$ cat src/hw/rtl/tps_pkg.sv
// Shared types and constants for the text paragraph segmenter.
`default_nettype none
package tps_pkg;

	localparam int LEAD_DEPTH_DEF = 32;

	localparam logic [1:0] REQ_START = 2'd0;
	localparam logic [1:0] REQ_TEXT  = 2'd1;
	localparam logic [1:0] REQ_END   = 2'd2;

	localparam logic [1:0] REG_NL  = 2'd0;
	localparam logic [1:0] REG_BL  = 2'd1;
	localparam logic [1:0] REG_IND = 2'd2;
	localparam logic [1:0] REG_IGN = 2'd3;

	localparam logic [15:0] CU_TAB   = 16'd9;
	localparam logic [15:0] CU_LF    = 16'd10;
	localparam logic [15:0] CU_VT    = 16'd11;
	localparam logic [15:0] CU_FF    = 16'd12;
	localparam logic [15:0] CU_CR    = 16'd13;
	localparam logic [15:0] CU_SPACE = 16'd32;

	localparam logic [11:0] COUNT_MAX = 12'd4095;
	localparam logic [7:0]  RUN_MAX   = 8'd255;
	localparam logic [5:0]  IGN_RESET = 6'd4;

	typedef enum logic [2:0] {
		EV_TEXT   = 3'd0,
		EV_PBEGIN = 3'd1,
		EV_PEND   = 3'd2,
		EV_TBEGIN = 3'd3,
		EV_TEND   = 3'd4,
		EV_SECEND = 3'd5
	} ev_kind_t;

	typedef enum logic [1:0] {
		SRC_ZERO,
		SRC_TERM,
		SRC_LEAD,
		SRC_UNIT
	} src_t;

	typedef enum logic [3:0] {
		OP_NONE,
		OP_LATCH,
		OP_CHAPTER,
		OP_CLR_CR,
		OP_SET_CR,
		OP_LEAD_ADD,
		OP_LINE_START,
		OP_LEAD_NEXT,
		OP_LINE_END,
		OP_CLR_TITLE,
		OP_FINISH
	} op_t;

	typedef enum logic [4:0] {
		ST_IDLE,
		ST_DISPATCH,
		ST_TXT,
		ST_IND_PEND,
		ST_IND_PBEGIN,
		ST_LEAD,
		ST_UNIT,
		ST_LE_TEXT,
		ST_LE_TEND,
		ST_LE_PEND,
		ST_LE_PBEGIN,
		ST_SECEND,
		ST_END_PEND,
		ST_TBEGIN,
		ST_CH_PBEGIN,
		ST_FINISH
	} ctl_state_t;

	typedef struct packed {
		logic       nl;
		logic       bl;
		logic       ind;
		logic [5:0] ign;
	} cfg_t;

	typedef struct packed {
		logic     emit;
		ev_kind_t kind;
		src_t     src;
		op_t      op;
	} cmd_t;

	typedef struct packed {
		logic       out_free;
		logic [1:0] req;
		logic       title_req;
		logic       line_blank;
		logic       cr_pend;
		logic       title_act;
		logic       u_lf;
		logic       u_cr;
		logic       u_blank;
		logic       brk;
		logic       ind_brk;
		logic       lead_empty;
		logic       lead_last;
	} stat_t;

endpackage
`default_nettype wire

$ cat src/hw/rtl/tps_regs.sv
// Configuration register file behind the APB-style port.
`default_nettype none
module tps_regs (
	input  wire logic         clk,
	input  wire logic         arst_n,
	input  wire logic         psel,
	input  wire logic         penable,
	input  wire logic         pwrite,
	input  wire logic [3:0]   paddr,
	input  wire logic [31:0]  pwdata,
	output logic [31:0]       prdata,
	output logic              pready,
	output tps_pkg::cfg_t     cfg
);
	import tps_pkg::*;

	cfg_t cfg_q;
	logic wr;
	logic [1:0] idx;

	assign wr     = psel & penable & pwrite;
	assign idx    = paddr[3:2];
	assign pready = 1'b1;
	assign cfg    = cfg_q;

	always_ff @(posedge clk or negedge arst_n) begin
		if (!arst_n) begin
			cfg_q.nl  <= 1'b1;
			cfg_q.bl  <= 1'b0;
			cfg_q.ind <= 1'b0;
			cfg_q.ign <= IGN_RESET;
		end else if (wr) begin
			case (idx)
				REG_NL:  cfg_q.nl  <= pwdata[0];
				REG_BL:  cfg_q.bl  <= pwdata[0];
				REG_IND: cfg_q.ind <= pwdata[0];
				REG_IGN: cfg_q.ign <= pwdata[5:0];
				default: ;
			endcase
		end
	end

	always_comb begin
		case (idx)
			REG_NL:  prdata = {31'd0, cfg_q.nl};
			REG_BL:  prdata = {31'd0, cfg_q.bl};
			REG_IND: prdata = {31'd0, cfg_q.ind};
			REG_IGN: prdata = {26'd0, cfg_q.ign};
			default: prdata = 32'd0;
		endcase
	end

endmodule
`default_nettype wire

$ cat src/hw/rtl/tps_ctrl.sv
// Sequencer: walks the event steps of one item and drives the datapath.
`default_nettype none
module tps_ctrl (
	input  wire logic           clk,
	input  wire logic           arst_n,
	input  wire logic           in_valid,
	output logic                in_ready,
	input  wire tps_pkg::stat_t st,
	output tps_pkg::cmd_t       cmd
);
	import tps_pkg::*;

	ctl_state_t state_q, state_d;
	ctl_state_t cont;
	logic       adv;
	logic       emit_c;
	ev_kind_t   kind_c;
	src_t       src_c;
	op_t        op_c;

	assign in_ready = (state_q == ST_IDLE);
	assign adv      = (state_q == ST_IDLE) ? in_valid : st.out_free;

	// where a line end goes once its own events are out
	always_comb begin
		if (st.req == REQ_END) begin
			cont = ST_SECEND;
		end else if (st.u_lf) begin
			cont = ST_FINISH;
		end else begin
			cont = ST_TXT;
		end
	end

	always_ff @(posedge clk or negedge arst_n) begin
		if (!arst_n) begin
			state_q <= ST_IDLE;
		end else if (adv) begin
			state_q <= state_d;
		end
	end

	always_comb begin
		state_d = state_q;
		case (state_q)
			ST_IDLE:     state_d = ST_DISPATCH;
			ST_DISPATCH: begin
				case (st.req)
					REQ_START: state_d = st.title_req ? ST_TBEGIN : ST_CH_PBEGIN;
					REQ_TEXT:  state_d = st.cr_pend ? ST_LE_TEXT : ST_TXT;
					REQ_END:   state_d = st.cr_pend ? ST_LE_TEXT : ST_SECEND;
					default:   state_d = ST_FINISH;
				endcase
			end
			ST_TXT: begin
				if (st.u_lf) begin
					state_d = ST_LE_TEXT;
				end else if (st.u_cr || (st.u_blank && st.line_blank)) begin
					state_d = ST_FINISH;
				end else if (st.line_blank && st.ind_brk) begin
					state_d = ST_IND_PEND;
				end else if (st.line_blank && !st.lead_empty) begin
					state_d = ST_LEAD;
				end else begin
					state_d = ST_UNIT;
				end
			end
			ST_IND_PEND:   state_d = ST_IND_PBEGIN;
			ST_IND_PBEGIN: state_d = st.lead_empty ? ST_UNIT : ST_LEAD;
			ST_LEAD:       state_d = st.lead_last ? ST_UNIT : ST_LEAD;
			ST_UNIT:       state_d = ST_FINISH;
			ST_LE_TEXT: begin
				if (st.title_act) begin
					state_d = ST_LE_TEND;
				end else if (st.brk) begin
					state_d = ST_LE_PEND;
				end else begin
					state_d = cont;
				end
			end
			ST_LE_TEND:   state_d = ST_LE_PEND;
			ST_LE_PEND:   state_d = ST_LE_PBEGIN;
			ST_LE_PBEGIN: state_d = cont;
			ST_SECEND:    state_d = ST_END_PEND;
			ST_END_PEND:  state_d = ST_FINISH;
			ST_TBEGIN:    state_d = ST_CH_PBEGIN;
			ST_CH_PBEGIN: state_d = ST_FINISH;
			ST_FINISH:    state_d = ST_IDLE;
			default:      state_d = ST_IDLE;
		endcase
	end

	always_comb begin
		emit_c = 1'b0;
		kind_c = EV_TEXT;
		src_c  = SRC_ZERO;
		op_c   = OP_NONE;
		case (state_q)
			ST_IDLE:     op_c = OP_LATCH;
			ST_DISPATCH: begin
				case (st.req)
					REQ_START: op_c = OP_CHAPTER;
					REQ_TEXT:  op_c = st.cr_pend ? OP_CLR_CR : OP_NONE;
					REQ_END:   op_c = st.cr_pend ? OP_CLR_CR : OP_NONE;
					default:   op_c = OP_NONE;
				endcase
			end
			ST_TXT: begin
				if (st.u_lf) begin
					op_c = OP_NONE;
				end else if (st.u_cr) begin
					op_c = OP_SET_CR;
				end else if (st.u_blank && st.line_blank) begin
					op_c = OP_LEAD_ADD;
				end else if (st.line_blank) begin
					op_c = OP_LINE_START;
				end
			end
			ST_IND_PEND:   begin emit_c = 1'b1; kind_c = EV_PEND; end
			ST_IND_PBEGIN: begin emit_c = 1'b1; kind_c = EV_PBEGIN; end
			ST_LEAD: begin
				emit_c = 1'b1;
				src_c  = SRC_LEAD;
				op_c   = OP_LEAD_NEXT;
			end
			ST_UNIT: begin
				emit_c = 1'b1;
				src_c  = SRC_UNIT;
			end
			ST_LE_TEXT: begin
				// the terminator shows only when the line carried text
				emit_c = !st.line_blank;
				src_c  = SRC_TERM;
				op_c   = OP_LINE_END;
			end
			ST_LE_TEND: begin
				emit_c = 1'b1;
				kind_c = EV_TEND;
				op_c   = OP_CLR_TITLE;
			end
			ST_LE_PEND:   begin emit_c = 1'b1; kind_c = EV_PEND; end
			ST_LE_PBEGIN: begin emit_c = 1'b1; kind_c = EV_PBEGIN; end
			ST_SECEND: begin
				emit_c = 1'b1;
				kind_c = EV_SECEND;
				op_c   = OP_CLR_TITLE;
			end
			ST_END_PEND:  begin emit_c = 1'b1; kind_c = EV_PEND; end
			ST_TBEGIN:    begin emit_c = 1'b1; kind_c = EV_TBEGIN; end
			ST_CH_PBEGIN: begin emit_c = 1'b1; kind_c = EV_PBEGIN; end
			ST_FINISH:    op_c = OP_FINISH;
			default:      op_c = OP_NONE;
		endcase
	end

	assign cmd.emit = emit_c & adv;
	assign cmd.kind = kind_c;
	assign cmd.src  = src_c;
	assign cmd.op   = adv ? op_c : OP_NONE;

endmodule
`default_nettype wire

$ cat src/hw/rtl/tps_dp.sv
// Datapath: line state, leading whitespace store, hold stage and output register.
`default_nettype none
module tps_dp #(
	parameter int LEAD_DEPTH = tps_pkg::LEAD_DEPTH_DEF
) (
	input  wire logic          clk,
	input  wire logic          arst_n,
	input  wire tps_pkg::cfg_t cfg,
	input  wire tps_pkg::cmd_t cmd,
	output tps_pkg::stat_t     st,
	input  wire logic [1:0]    req_type,
	input  wire logic [15:0]   code_unit,
	input  wire logic          has_title,
	output logic               out_valid,
	input  wire logic          out_ready,
	output logic [2:0]         event_kind,
	output logic [15:0]        text_unit,
	output logic               last
);
	import tps_pkg::*;

	localparam int LEN_W = $clog2(LEAD_DEPTH + 1);
	localparam int IDX_W = (LEAD_DEPTH > 1) ? $clog2(LEAD_DEPTH) : 1;

	// latched item
	logic [1:0]  req_q;
	logic [15:0] unit_q;
	logic        title_req_q;

	// line state
	logic             line_blank_q;
	logic [7:0]       run_q;
	logic [11:0]      count_q;
	logic [LEN_W-1:0] lead_len_q;
	logic [LEN_W-1:0] idx_q, idx_d;
	logic             title_q;
	logic             cr_q;

	logic             lead_mem [LEAD_DEPTH];
	logic             lead_rd_q;

	// hold stage: one event kept back until it is known whether it is the last
	logic        hold_v_q;
	ev_kind_t    hold_kind_q;
	logic [15:0] hold_unit_q;

	logic        out_valid_q;
	ev_kind_t    out_kind_q;
	logic [15:0] out_unit_q;
	logic        out_last_q;

	logic        u_lf, u_cr, u_tab, u_blank;
	logic [15:0] unit_norm, term, ev_unit;
	logic [12:0] count_sum;
	logic        out_free, push, flush;

	assign u_lf      = (unit_q == CU_LF);
	assign u_cr      = (unit_q == CU_CR);
	assign u_tab     = (unit_q == CU_TAB);
	assign u_blank   = u_tab || (unit_q == CU_VT) || (unit_q == CU_FF) || (unit_q == CU_SPACE);
	assign unit_norm = (u_blank && !u_tab) ? CU_SPACE : unit_q;
	assign term      = ((req_q == REQ_TEXT) && u_lf) ? CU_LF : CU_CR;
	assign count_sum = {1'b0, count_q} + (u_tab ? (13'(cfg.ign) + 13'd1) : 13'd1);

	always_comb begin
		case (cmd.src)
			SRC_TERM: ev_unit = term;
			SRC_LEAD: ev_unit = lead_rd_q ? CU_TAB : CU_SPACE;
			SRC_UNIT: ev_unit = unit_norm;
			default:  ev_unit = 16'd0;
		endcase
	end

	always_comb begin
		case (cmd.op)
			OP_LINE_START: idx_d = '0;
			OP_LEAD_NEXT:  idx_d = idx_q + LEN_W'(1);
			default:       idx_d = idx_q;
		endcase
	end

	assign out_free = !out_valid_q || out_ready;
	assign flush    = (cmd.op == OP_FINISH) && hold_v_q;
	assign push     = (cmd.emit && hold_v_q) || flush;

	assign st.out_free   = out_free;
	assign st.req        = req_q;
	assign st.title_req  = title_req_q;
	assign st.line_blank = line_blank_q;
	assign st.cr_pend    = cr_q;
	assign st.title_act  = title_q;
	assign st.u_lf       = u_lf;
	assign st.u_cr       = u_cr;
	assign st.u_blank    = u_blank;
	// a blank line always leaves a nonzero run behind
	assign st.brk        = cfg.nl || (cfg.bl && line_blank_q);
	assign st.ind_brk    = cfg.ind && (count_q > {6'd0, cfg.ign});
	assign st.lead_empty = (lead_len_q == '0);
	assign st.lead_last  = ((idx_q + LEN_W'(1)) == lead_len_q);

	always_ff @(posedge clk or negedge arst_n) begin
		if (!arst_n) begin
			line_blank_q <= 1'b1;
			run_q        <= 8'd0;
			count_q      <= 12'd0;
			lead_len_q   <= '0;
			idx_q        <= '0;
			title_q      <= 1'b0;
			cr_q         <= 1'b0;
			hold_v_q     <= 1'b0;
			out_valid_q  <= 1'b0;
		end else begin
			idx_q <= idx_d;
			case (cmd.op)
				OP_CHAPTER: begin
					cr_q         <= 1'b0;
					line_blank_q <= 1'b1;
					count_q      <= 12'd0;
					lead_len_q   <= '0;
					run_q        <= 8'd0;
					title_q      <= title_req_q;
				end
				OP_CLR_CR: cr_q <= 1'b0;
				OP_SET_CR: cr_q <= 1'b1;
				OP_LEAD_ADD: begin
					count_q <= (count_sum > {1'b0, COUNT_MAX}) ? COUNT_MAX : count_sum[11:0];
					if (lead_len_q < LEN_W'(LEAD_DEPTH)) begin
						lead_len_q <= lead_len_q + LEN_W'(1);
					end
				end
				OP_LINE_START: line_blank_q <= 1'b0;
				OP_LINE_END: begin
					if (!line_blank_q) begin
						run_q <= 8'd0;
					end else if (run_q != RUN_MAX) begin
						run_q <= run_q + 8'd1;
					end
					line_blank_q <= 1'b1;
					count_q      <= 12'd0;
					lead_len_q   <= '0;
				end
				OP_CLR_TITLE: title_q <= 1'b0;
				default: ;
			endcase

			if (cmd.emit) begin
				hold_v_q <= 1'b1;
			end else if (flush) begin
				hold_v_q <= 1'b0;
			end

			if (push) begin
				out_valid_q <= 1'b1;
			end else if (out_ready) begin
				out_valid_q <= 1'b0;
			end
		end
	end

	always_ff @(posedge clk) begin
		if (cmd.op == OP_LATCH) begin
			req_q       <= req_type;
			unit_q      <= code_unit;
			title_req_q <= has_title;
		end
		if ((cmd.op == OP_LEAD_ADD) && (lead_len_q < LEN_W'(LEAD_DEPTH))) begin
			lead_mem[lead_len_q[IDX_W-1:0]] <= u_tab;
		end
		// read follows the next index, so lead_rd_q matches idx_q
		lead_rd_q <= lead_mem[idx_d[IDX_W-1:0]];
		if (cmd.emit) begin
			hold_kind_q <= cmd.kind;
			hold_unit_q <= ev_unit;
		end
		if (push) begin
			out_kind_q <= hold_kind_q;
			out_unit_q <= hold_unit_q;
			out_last_q <= flush;
		end
	end

	assign out_valid  = out_valid_q;
	assign event_kind = out_kind_q;
	assign text_unit  = out_unit_q;
	assign last       = out_last_q;

endmodule
`default_nettype wire

$ cat src/hw/rtl/text_paragraph_segmenter.sv
// Top level of the text paragraph segmenter.
//
//  Channel  Handshake            Payload
//  -------  -------------------  ------------------------------------
//  in       in_valid / in_ready  req_type, code_unit, has_title
//  out      out_valid/out_ready  event_kind, text_unit, last
//  cfg      psel/penable/pready  pwrite, paddr, pwdata, prdata
//
// One item at a time: an item passes through accept, decode and finish, plus a step
// per result and per silent step of the sequencer.
// Held leading whitespace leaves one unit per cycle (memory port) unless out stalls.
// Results leave through an output register; a stalled result freezes the busy sequencer.
// Reset clears line state, title and carriage-return flags; registers take reset values.
`default_nettype none
module text_paragraph_segmenter #(
	parameter int LEAD_DEPTH = tps_pkg::LEAD_DEPTH_DEF
) (
	input  wire logic        clk,
	input  wire logic        arst_n,
	input  wire logic        psel,
	input  wire logic        penable,
	input  wire logic        pwrite,
	input  wire logic [3:0]  paddr,
	input  wire logic [31:0] pwdata,
	output logic [31:0]      prdata,
	output logic             pready,
	input  wire logic        in_valid,
	output logic             in_ready,
	input  wire logic [1:0]  req_type,
	input  wire logic [15:0] code_unit,
	input  wire logic        has_title,
	output logic             out_valid,
	input  wire logic        out_ready,
	output logic [2:0]       event_kind,
	output logic [15:0]      text_unit,
	output logic             last
);
	import tps_pkg::*;

	cfg_t  cfg;
	cmd_t  cmd;
	stat_t st;

	tps_regs u_regs (
		.clk     (clk),
		.arst_n  (arst_n),
		.psel    (psel),
		.penable (penable),
		.pwrite  (pwrite),
		.paddr   (paddr),
		.pwdata  (pwdata),
		.prdata  (prdata),
		.pready  (pready),
		.cfg     (cfg)
	);

	tps_ctrl u_ctrl (
		.clk      (clk),
		.arst_n   (arst_n),
		.in_valid (in_valid),
		.in_ready (in_ready),
		.st       (st),
		.cmd      (cmd)
	);

	tps_dp #(
		.LEAD_DEPTH (LEAD_DEPTH)
	) u_dp (
		.clk        (clk),
		.arst_n     (arst_n),
		.cfg        (cfg),
		.cmd        (cmd),
		.st         (st),
		.req_type   (req_type),
		.code_unit  (code_unit),
		.has_title  (has_title),
		.out_valid  (out_valid),
		.out_ready  (out_ready),
		.event_kind (event_kind),
		.text_unit  (text_unit),
		.last       (last)
	);

endmodule
`default_nettype wire

$ cat config.mk
export PLATFORM = sky130hd
export DESIGN_NAME = text_paragraph_segmenter
export DESIGN_NICKNAME = d
export VERILOG_FILES = /design/src/hw/rtl/tps_pkg.sv /design/src/hw/rtl/tps_regs.sv /design/src/hw/rtl/tps_ctrl.sv /design/src/hw/rtl/tps_dp.sv /design/src/hw/rtl/text_paragraph_segmenter.sv
export SDC_FILE = /design/constraint.sdc
export NUM_CORES = 1
export LEC_CHECK = 0
export ABC_CLOCK_PERIOD_IN_PS = 6000
export BUFFER_PORTS_ARGS = -buffer_cell sky130_fd_sc_hd__buf_2
export CORE_MARGIN = 4
export CORE_UTILIZATION = 28
export CTS_BUF_LIST = sky130_fd_sc_hd__clkbuf_8
export DETAILED_ROUTE_END_ITERATION = 6
export PLACE_DENSITY = 0.52
export SYNTH_ARGS = -nofsm -noshare
export SYNTH_HDL_FRONTEND = slang
export SYNTH_SLANG_ARGS = --single-unit
$ cat constraint.sdc
create_clock -name clk -period 6 [get_ports clk]
set_clock_uncertainty 0.1 [all_clocks]
set_input_delay 0.3 -clock clk [delete_from_list [all_inputs] [get_ports clk]]
set_output_delay 0.3 -clock clk [all_outputs]
set_load 0.02 [all_outputs]
* Word-level counts from Yosys, hierarchy flattened
Memories as Yosys holds them, arrays and structs flattened. A register that Yosys moved wholly into a read port is not among the register bits.
Cells that the tools add are included.
** Storage, ports and cells
- Register bits :: 101
- Memory bits (writable) :: 32
- Input bits :: 62
- Output and inout port bits :: 55
- Word-level logic and storage cells :: 166
- Memories :: 1
** Memories
- u_dp.lead_mem :: words 32, width 1, read ports 1, clocked after memory_dff 1, write ports 1, line tps_dp.sv:39 : logic lead_mem [LEAD_DEPTH];
** Operators by class
- Add/subtract/negate cells :: 4
- Magnitude comparators :: 3
- Equal/unequal tests :: 41
- Multiplexer cells :: 47
- Bitwise gates (word level) :: 3
- Reduce and logical (&&, ||, !) cells :: 45
** Operators by type and width (count)
- case mux 32 bit (4 select lines) :: 1
- equality test 16 x 4 -> 1 bit (second input constant) :: 5
- case mux 5 bit (13 select lines) :: 1
- case mux 16 bit (3 select lines) :: 1
- equality test 5 x 4 -> 1 bit (second input constant) :: 8
- 2-to-1 mux 4 bit :: 7
- case mux 4 bit (7 select lines) :: 1
- 2-to-1 mux 5 bit :: 5
- case mux 12 bit (2 select lines) :: 1
- case mux 6 bit (2 select lines) :: 2
- equality test 5 x 3 -> 1 bit (second input constant) :: 4
- equality test 16 x 6 -> 1 bit (second input constant) :: 1
- equality test 4 x 3 -> 1 bit (second input constant) :: 4
- 2-to-1 mux 16 bit :: 1
- case mux 3 bit (5 select lines) :: 1
- case mux 5 bit (3 select lines) :: 1
- nonzero test 2 bit :: 7
- adder 12 x 13 -> 13 bit :: 1
- > comparator 13 x 12 -> 1 bit (second input constant) :: 1
- 2-to-1 mux 13 bit :: 1
- adder 6 x 1 -> 6 bit (second input constant) :: 2
- equality test 4 bit (second input constant) :: 3
- > comparator 12 x 6 -> 1 bit :: 1
- 2-to-1 mux 12 bit :: 1
- other kinds (28) :: 82

* Depth between registers and ports, before layout
- Word-level depth :: 14
- Gate-level depth with buffers :: 19
- Depth with buffers taken out :: 18

* Modules after synthesis
A second synthesis with hierarchy kept.
** Second synthesis, totals
- Cell total of the unflattened synthesis :: 678
- Area total of the unflattened synthesis :: 7427.1 um^2
** By module, submodules not included
- tps_dp :: times used 1, cells each 488, area an instance 5824.3 um^2, seq. area each 3449.6 um^2
- tps_ctrl :: times used 1, cells each 129, area an instance 880.8 um^2, seq. area each 100.1 um^2
- tps_regs :: times used 1, cells each 61, area an instance 721.9 um^2, seq. area each 227.7 um^2

* Worst setup path before layout
No wires, ideal clock.
- Path kind :: reg-to-reg
- Start :: reg u_dp.unit_q[9]
- End :: reg u_dp.count_q[9]
- Library setup time :: 154 ps
- Arrival time :: 4108 ps
- Path slack :: 1638 ps
- Cell stages (with the launch flop) :: 19
- Clock period less this slack :: 4362 ps
- Cells stage by stage :: edfxtp_1 nor4_4 nand3_2 or4_1 clkbuf_1 inv_1 nand2_1 ha_1 inv_1 fa_1 nor2b_1 o21ai_0 a21oi_1 o21ai_0 a21oi_1 o21ai_0 nor2_1 a41oi_1 a311oi_1
** On the way
- Word-level cells in the longest chain between the ends :: 13
** Ends and longest elaborated chain
- start, declared :: line tps_dp.sv:27 : logic [15:0] unit_q;
- start signal, assigned :: line tps_dp.sv:163 : unit_q <= code_unit;
- equality test 16 x 4 -> 1 bit * :: line tps_dp.sv:59 : assign u_tab = (unit_q == CU_TAB);
- net u_dp.u_tab :: line tps_dp.sv:52 : logic u_lf, u_cr, u_tab, u_blank;
- parallel branches: the longest is 12 deep, another holds adder 12 x 13 -> 13 bit
- end signal, assigned :: line tps_dp.sv:126 : count_q <= (count_sum > {1'b0, COUNT_MAX}) ? COUNT_MAX : count_sum[11:0];
- end, declared :: line tps_dp.sv:33 : logic [11:0] count_q;
Mark *: on every way through the listed nets, which the timed path passes.
A chain may end at the register's enable or synchronous reset.

* Final worst setup path
- Start :: reg u_dp.unit_q[9]
- End :: reg u_dp.count_q[7]
The elaborated chain is that of the path after synthesis.

==> summary.txt <==
Core area -> 0.0251 mm²
CTS sink count -> 133
Worst setup EP type -> flip-flop
Final Power -> 3510 µW
Pins Over Slew Limit -> 0
Final HPWL DP -> 11.5 mm
Cell area after synthesis -> 0.00714 mm²
Peak VDD IR -> 170 µV
Post-Route WL -> 16.6 mm
PostCTS Resize Cnt -> 0
CTS clk-pin slew, worst paths -> 0.08 ns
Die width -> 168 µm
CTS tree -> built
Most common cell after layout, fill and taps aside -> edfxtp_1
Final Cycle Share -> 75.9%
Relative slew slack -> 35.5%
DR pass1 iterations -> 5
Drt via density -> 4.69
Die ar. -> 0.0281 mm²
Worst EP required -> 6.22 ns
Crit path arrival time -> 4.77 ns
Layout cell share with drive strength beyond 1 -> 17.9%
Vias in the first global route -> 5096
Synth async-reset ratio -> 31.6%
GRT overflow -> 0
First-pass GRT wire length -> 27.4 mm
Count of flip-flops with a built-in enable after synthesis -> 90
Hold Path Class -> in2reg
Final setup fails -> 0
I/O Pins -> 117
IO Port Bufs -> 61
Vias -> 5150
Global placement routability congestion -> 0.805
Placed insts -> 1040
PD cells -> 420 mW/mm²
Leakage -> 0.00328 µW
CP Launch Type -> flip-flop
Initial antenna violation count -> 0
Clk_lat worst skew -> 0.44 ns
Antenna fix cells -> 0
Row cnt -> 58
Area grow syn2layout -> 16.9%
Gate Count Post-Synth -> 668
Clock period minus worst slack -> 4.55 ns
Die Y -> 168 µm
Commonest cells after routing, fill and taps aside -> 90 x edfxtp_1, 82 x nor2_1, 61 x buf_2
CP Class -> reg2reg
Total global-route track usage -> 12.2%
DRC Markers -> 0
Setup TNS -> 0 ns
Sequential-to-total area share from yosys stat -> 52.9%
Fmax -> 220 MHz
Worst Tran Pin Value -> 0.966 ns
Post CTS Setup Buffer Count -> 0
Hold Vio Cnt, Final -> 0
Root Buffer -> clkbuf_8
Longest Clk Path Bufs -> 2
Run status -> finished, final reports clean
Initial Util -> 28.4%
Yosys warns -> 0
Num CTS Buffers -> 17
RSZ-0062 raised after global routing -> no
Post-Syn Area per Cell -> 10.7 µm²
Yosys reg bits -> 133
Ys flop type -> edfxtp_1
Distinct cells, synth -> 75
Fin cells -> 1097
Antenna viol nets, final -> 0
Crit-path max FO -> 8
CTS Hold Bufs -> 25
Nets -> 840
H-tree depth -> 4
DR iter-0 viols -> 308
Largest net degree at the start of global routing -> 43
WL per Instance -> 15.1 µm
Max Cap Viol -> 0
through the flow:
step | hold WS [ns] | setup WS, ns | util, % | instance area [µm²]
2_1_floorplan | -0.0956 | 1.64 | - | 7230
3_3_place_gp | 0.301 | 1.43 | 30.7 | 7700
3_5_place_dp | 0.305 | 1.43 | 30.7 | 7700
4_1_cts | 0.0180 | 1.41 | 33.2 | 8340
5_1_grt | 0.0460 | 1.04 | 33.2 | 8340
6_report | 0.0521 | 1.45 | 33.2 | 8340
report_power, final:
part | leakage [µW] | switching, µW | total (µW) | internal (µW)
sequential | 0.00146 | 239 | 1570 | 1330
clock | 0.000190 | 370 | 741 | 371
combinational | 0.00164 | 761 | 1200 | 439
cell families (layout without fill, tap and decap cells):
group                    count (synthesis)  in the layout  synth area share, %
other                                    2             27                0.105
AO/OA/AOI/OAI                          139            139                 12.6
buffers and inverters                   81            155                 6.03
flip-flops                             133            133                 52.9
AND/OR/NAND/NOR                        250            250                 18.6
adder cells (fa/ha/maj)                 24             24                 4.31
multiplexers                            19             19                 3.03
XOR/XNOR                                20             20                 2.45
cell type report:
class                      instances  area, µm²
clock inverter                    15        156
tap                              330        413
inverter                          29        114
multi-input combinational        479       3030
clock buffer                      17        234
sequential                       133       3780
fill                            2595      16800
timing repair buffer              94        616
sequential cells by signal, indices dropped and copies added, names as in the netlist, 2 cells and up:
| signal | cells |
|---|---|
| u_ctrl.state_q | 4 |
| u_dp.count_q | 12 |
| u_dp.event_kind | 3 |
| u_dp.hold_kind_q | 3 |
| u_dp.hold_unit_q | 16 |
| u_dp.idx_q | 6 |
| u_dp.lead_len_q | 6 |
| u_dp.lead_mem | 32 |
| u_dp.req_q | 2 |
| u_dp.text_unit | 16 |
| u_dp.unit_q | 16 |
| u_regs.cfg | 9 |
cells in the mapped netlist (7+ instances only):
master,number,area [µm²]
o21a_1,7,52.6
nand3b_1,7,52.6
mux2i_1,7,70.1
and2_1,12,75.1
o31ai_1,7,52.6
nand2_1,50,188
a21oi_1,29,145
nor3_1,12,60.1
xnor2_1,13,114
nand4_1,8,50.1
nor2_1,83,312
clkbuf_1,14,52.6
nand2b_1,10,62.6
buf_4,28,210
dfrtp_1,39,976
edfxtp_1,90,2700
nand3_1,17,85.1
a31oi_1,7,43.8
inv_1,28,105
mux2_2,11,124
xor2_1,7,61.3
ha_1,23,288
buf_2,7,35.0
o21ai_0,44,220
per-layer routing:
layer / track usage [%] / routed length, µm
met5: 0 / 0
met4: 3.95 / 267
met3: 2.71 / 886
met2: 19.0 / 7660
met1: 16.9 / 7790
path summary, 6_finish.rpt:
path                                startpoint                  to  slack, ns  cells past startpoint
max in group asynchronous               arst_n     u_dp.count_q[1]       5.00                      3
setup reg to reg                u_dp.unit_q[9]     u_dp.count_q[7]       1.45                     18
setup / recovery                u_dp.unit_q[9]     u_dp.count_q[7]       1.45                     18
hold / removal                       pwdata[0]       u_regs.cfg[7]       0.05                      2
hold reg to reg            u_dp.hold_kind_q[2]  u_dp.event_kind[2]       0.32                      0
min in group asynchronous               arst_n       u_dp.idx_q[2]       0.38                      3
critical path, cell delays in order (launching register included):
cell and delay, ns:
edfxtp_1 0.44, nor4_4 0.34, nand3_2 0.22, or4_1 0.70
inv_1 0.16, nand2_1 0.07, ha_1 0.20, inv_1 0.07
fa_1 0.20, nor2b_1 0.05, o21ai_0 0.22, a21oi_1 0.11
o21ai_0 0.22, a21oi_1 0.12, o21ai_0 0.25, nor2_1 0.13
a41oi_1 0.48, buf_4 0.25, a31oi_1 0.09
(Power assumes the default switching activity.)
